<file path="src/rtl/core/linear_interp_resampler_queue_assert.svh">
// Assertion macros for the linear interpolation resampler.
// Included by the top level; define ASSERT_OFF to compile them out.
`ifndef LINEAR_INTERP_RESAMPLER_QUEUE_ASSERT_SVH
`define LINEAR_INTERP_RESAMPLER_QUEUE_ASSERT_SVH

`ifndef ASSERT_OFF
`define LIRQ_ASSERT(lbl, clk, rstn, prop) \
    lbl: assert property (@(posedge clk) disable iff (!rstn) prop) else $error("lirq check failed");
`define LIRQ_ASSERT_ALWAYS(lbl, clk, prop) \
    lbl: assert property (@(posedge clk) prop) else $error("lirq check failed");
`else
`define LIRQ_ASSERT(lbl, clk, rstn, prop)
`define LIRQ_ASSERT_ALWAYS(lbl, clk, prop)
`endif

`endif

</file>
<file path="src/rtl/core/lirq_pkg.sv">
// Shared types and constants of the linear interpolation resampler.
// No dependencies; imported by the interpolator and the top level.
`timescale 1ns / 1ps

package lirq_pkg;

    localparam int SAMPLE_W = 16;
    localparam int CNT_W    = 5;

    // Reset step is round(1.0196 * 2^FRAC_BITS).
    localparam longint unsigned STEP_RESET_NUM = 64'd10196;
    localparam longint unsigned STEP_RESET_DEN = 64'd10000;

    typedef logic signed [SAMPLE_W-1:0] sample_t;

    typedef struct packed {
        logic    valid;
        sample_t a;
        sample_t b;
    } interp_req_t;

endpackage

</file>
<file path="src/rtl/core/lirq_interp.sv">
// Two-stage linear interpolator: multiply, then add and truncate toward zero.
// Depends on lirq_pkg.
`timescale 1ns / 1ps

module lirq_interp
    import lirq_pkg::*;
#(
    parameter int FRAC_BITS = 16
) (
    input  logic                 aclk,
    input  logic                 aresetn,
    input  interp_req_t          req,
    input  logic [FRAC_BITS-1:0] frac,
    output logic                 out_valid,
    output sample_t              out_sample,
    output logic                 busy
);

    localparam int PW = SAMPLE_W + 2 + FRAC_BITS;
    localparam int TW = PW + 1;

    logic signed [SAMPLE_W:0]    diff;
    logic signed [FRAC_BITS:0]   frac_s;
    logic signed [PW-1:0]        prod;
    logic signed [PW-1:0]        prod_reg;
    sample_t                     a_reg;
    logic                        valid1_reg;
    logic signed [TW-1:0]        total;
    logic signed [TW-1:0]        quot;
    logic                        round_up;
    logic [TW-1:0]               res_wide;
    sample_t                     res_reg;
    logic                        valid2_reg;

    always_comb begin
        diff   = (SAMPLE_W+1)'(req.b) - (SAMPLE_W+1)'(req.a);
        frac_s = {1'b0, frac};
        prod   = PW'(diff) * PW'(frac_s);
    end

    // Truncation toward zero: an arithmetic shift floors, so negative
    // totals with a nonzero fraction are moved up by one.
    always_comb begin
        total    = (TW'(a_reg) <<< FRAC_BITS) + TW'(prod_reg);
        quot     = total >>> FRAC_BITS;
        round_up = total[TW-1] && (total[FRAC_BITS-1:0] != '0);
        res_wide = quot + TW'(round_up);
    end

    always_ff @(posedge aclk) begin
        prod_reg <= prod;
        a_reg    <= req.a;
        res_reg  <= sample_t'(res_wide[SAMPLE_W-1:0]);
        if (!aresetn) begin
            valid1_reg <= 1'b0;
            valid2_reg <= 1'b0;
        end else begin
            valid1_reg <= req.valid;
            valid2_reg <= valid1_reg;
        end
    end

    assign out_valid  = valid2_reg;
    assign out_sample = res_reg;
    assign busy       = valid1_reg | valid2_reg;

endmodule

</file>
<file path="config.mk">
export PLATFORM = sky130hd
export DESIGN_NAME = lirq_interp
export DESIGN_NICKNAME = d
export VERILOG_FILES = /design/src/rtl/core/linear_interp_resampler_queue_assert.svh /design/src/rtl/core/lirq_pkg.sv /design/src/rtl/core/lirq_interp.sv
export SDC_FILE = /design/constraint.sdc
export NUM_CORES = 1
export LEC_CHECK = 0
export ABC_AREA = 0
export ABC_CLOCK_PERIOD_IN_PS = 9800
export BUFFER_PORTS_ARGS = -buffer_cell sky130_fd_sc_hd__buf_2
export CORE_MARGIN = 2
export CORE_UTILIZATION = 65
export CTS_CLUSTER_SIZE = 30
export DETAILED_ROUTE_END_ITERATION = 10
export PLACE_DENSITY_LB_ADDON = 0.25
export REMOVE_ABC_BUFFERS = 1
export SLEW_MARGIN = 25
export SYNTH_ARGS = -nofsm -noshare
export SYNTH_HDL_FRONTEND = slang
export SYNTH_SLANG_ARGS = --single-unit
</file>
<file path="constraint.sdc">
create_clock -name aclk -period 9.8 [get_ports aclk]
set_input_delay 0.98 -clock aclk [delete_from_list [all_inputs] [get_ports aclk]]
set_output_delay 0.98 -clock aclk [all_outputs]
set_load 0.01 [all_outputs]
</file>
==> summary.md <==
### Route
* total wire length: 31900 um
* DRT antenna net count: 0
* post-detailed-route via-to-cell ratio: 5.43
* via count of the routed design: 10202
* total iterations of the first detailed-routing run: 5
* DRC violation count after routing: 0
* Initial DRC Count: 636
* Wirelength per Cell: 17.0 um
* top metal layer carrying routed signals: met4
* wire length on met1: 13700 um
* WL met3: 2450 um
* met2 wire length: 15000 um

### STA
* f_max: 0.114 GHz
* Worst Max-Slew Pin Slew: 0.902 ns
* clock skew after layout: 0.0118 ns
* hold violation total from the final report: 0
* Slew HR: 39.8%
* Setup Total Neg Slack: 0 ns
* number of failing setup endpoints in the final timing report: 0
* Final Critical Period: 8.80 ns
* total count of max-transition violations in the final report: 0
* crit share post-route: 89.8%
* setup repair after global routing missed its margin: false

### Worst setup path
* worst reg2reg endpoint: out_sample[15]$_DFF_P_
* slowest cell on the critical path: sky130_fd_sc_hd__fa_1
* data required time at the worst endpoint: 10.03 ns
* type of element capturing the critical path: flip-flop
* Largest stage delay, worst path: 0.66 ns
* flop-to-flop setup slack: 5.50 ns
* Setup Crit Path Kind: input port to flip-flop
* source of the critical timing path: req[0]
* most frequent cell on the critical path: sky130_fd_sc_hd__fa_1
* r2r worst-path depth: 19
* Crit path arrival time: 9.03 ns
* element type at the critical path start: input port
* crit path capture: prod_reg[31]$_DFF_P_
* Critical Path Fanout Max: 18
* RR Startpoint: prod_reg[16]$_DFF_P_

### Floorplan
* die height: 151 um
* effective utilization at floorplan: 66.3%
* number of top-level design ports: 69
* number of rows created at floorplan: 53
* die extent in x: 151 um
* placeable core region: 21100 sq um
* Die Footprint: 22700 sq um

### Yosys
* dominant cell type by area after synthesis: sky130_fd_sc_hd__fa_1
* share of flip-flops with an asynchronous set or reset after synthesis: 0%
* number of enable flip-flop cells after synthesis: 0
* proportion of netlist area held by the largest area contributor: 39.2%
* flops & latches, synth: 68
* post-synthesis area per instance: 9.06 sq um
* dominant register cell in the synthesized netlist: sky130_fd_sc_hd__dfxtp_1
* count of mapped cells out of synthesis: 1543
* fraction of the yosys area taken by sequential cells: 9.73%
* number of unique standard cell types used by synthesis: 67
* post-synth design cell area: 14000 sq um
* cells taking the most area after synthesis: sky130_fd_sc_hd__fa_1, sky130_fd_sc_hd__ha_1, sky130_fd_sc_hd__inv_1
* yosys synthesis warning count: 0

### Clock network
* TritonCTS Buffers: 9
* maximum level of the CTS H-tree: 3
* clock insertion delay at the later pin of the skew report: 0.34 ns
* number of cells upsized or downsized after cts: 0
* buffers inserted during post-CTS setup optimization: 0
* CTS root buffer: sky130_fd_sc_hd__clkbuf_16
* clock-pin slew on the worst setup and hold paths: 0.06 ns
* count of hold-fix buffers inserted at cts: 0
* CTS tree: yes
* clock sink count: 68
* Max Root-Sink Buffers: 2

### Global route
* global router's overall resource usage: 30.0%
* pin count of the biggest net entering global routing: 20
* antenna violations before repair: 0
* total congestion overflow: 0
* global-route wire length before repair: 52600 um
* number of global-route vias before repair: 10815

### Cells and area
* number of antenna cells inserted: 0
* area grow syn2layout: 6.96%
* number of nets at the end of the flow: 2050
* most used cells in the layout excluding fill and tap cells: sky130_fd_sc_hd__inv_1, sky130_fd_sc_hd__fa_1, sky130_fd_sc_hd__nand2_1
* register cell area after layout: 1360 sq um
* final core occ: 70.9%
* flip-flop count of the largest register, all copies and words added: 34
* Non-Filler Cell Area, Final: 15000 sq um
* most common cell after layout, fill and taps aside: sky130_fd_sc_hd__inv_1
* filler instances: 1625
* share of post-route cells with drive strength above 1: 8.11%
* total area of multi-input combinational cells: 11000 sq um

### Placed design
* number of buffers inserted by port buffering: 68
* detailed placement HPWL: 26100 um
* area of placed instances: 14700 sq um
* Final Wtd Congestion: 0.946

### Outcome
* result of the run: complete, no violations

### Min path
* worst min-delay path class: flip-flop to flip-flop

### Job
* Max Cap Violations: 0

kinds of logic after synthesis:
| kind of cell | share of synthesized area (%) |
|---|---|
| AND/OR/NAND/NOR | 15.2 |
| AO/OA/AOI/OAI | 7.70 |
| adder cells (fa/ha/maj) | 50.6 |
| XOR/XNOR | 5.24 |
| flip-flops | 9.73 |
| buffers and inverters | 11.5 |
| multiplexers | 0.0716 |
synth_stat cells, drive strengths merged (9+ instances only):
cell type / n
inv: 385
fa: 274
nand2: 161
ha: 127
and2: 120
dfxtp: 68
xnor2: 54
nor2: 39
a21oi: 38
clkbuf: 32
xor2: 28
nor2b: 23
o21ai: 22
a21o: 19
nor3: 19
o21a: 16
nand2b: 14
a211oi: 9
nand3: 9
layout make-up:
| type | count | share of cell area (%) |
|---|---|---|
| multi-input cells | 1050 | 73.8 |
| inverters | 385 | 9.66 |
| flip-flops and latches | 68 | 9.10 |
| repair buffers | 84 | 3.08 |
| well taps | 275 | 2.30 |
| clock buffers | 10 | 1.60 |
| clock inverters | 6 | 0.427 |
critical path, delay by kind of cell:
family	cells	cell delay [ns]
simple gates	3	0.35
compound gates	11	2.60
fa+ha+maj	8	3.70
xor+xnor	3	0.91
buf+inv	6	0.47
layer usage:
| layer | global-route usage, % | vias up |
|---|---|---|
| met5 | 0 | - |
| met4 | 8.36 | 0 |
| met3 | 5.85 | 61 |
| met2 | 49.7 | 335 |
| met1 | 40.6 | 5069 |
| li1 | - | 4737 |
how the worst min path moves through the flow:
stage / startpoint / to / slack [ns] / cells after the start
floorplan: valid1_reg$_SDFF_PN0_ / out_valid$_SDFF_PN0_ / 0.42 / 1
global placement: valid1_reg$_SDFF_PN0_ / out_valid$_SDFF_PN0_ / 0.43 / 1
detailed placement: valid1_reg$_SDFF_PN0_ / out_valid$_SDFF_PN0_ / 0.45 / 1
CTS: valid1_reg$_SDFF_PN0_ / out_valid$_SDFF_PN0_ / 0.46 / 1
global route: valid1_reg$_SDFF_PN0_ / out_valid$_SDFF_PN0_ / 0.48 / 1
finish: valid1_reg$_SDFF_PN0_ / out_valid$_SDFF_PN0_ / 0.45 / 1
metrics by stage:
| step | std cells | setup WS [ns] | hold WS, ns |
|---|---|---|---|
| after CTS | 1878 | 1.05 | 0.460 |
| after detailed placement | 1862 | 0.717 | 0.447 |
| final | 1878 | 0.996 | 0.452 |
| after global placement | 1862 | 1.01 | 0.427 |
| after global routing | 1878 | 0.506 | 0.479 |
| after floorplan | 1503 | 1.63 | 0.421 |
Power is left out: the tool's default activity adds up to more than one toggle a clock period on the data nets, which glitch-free logic cannot reach.
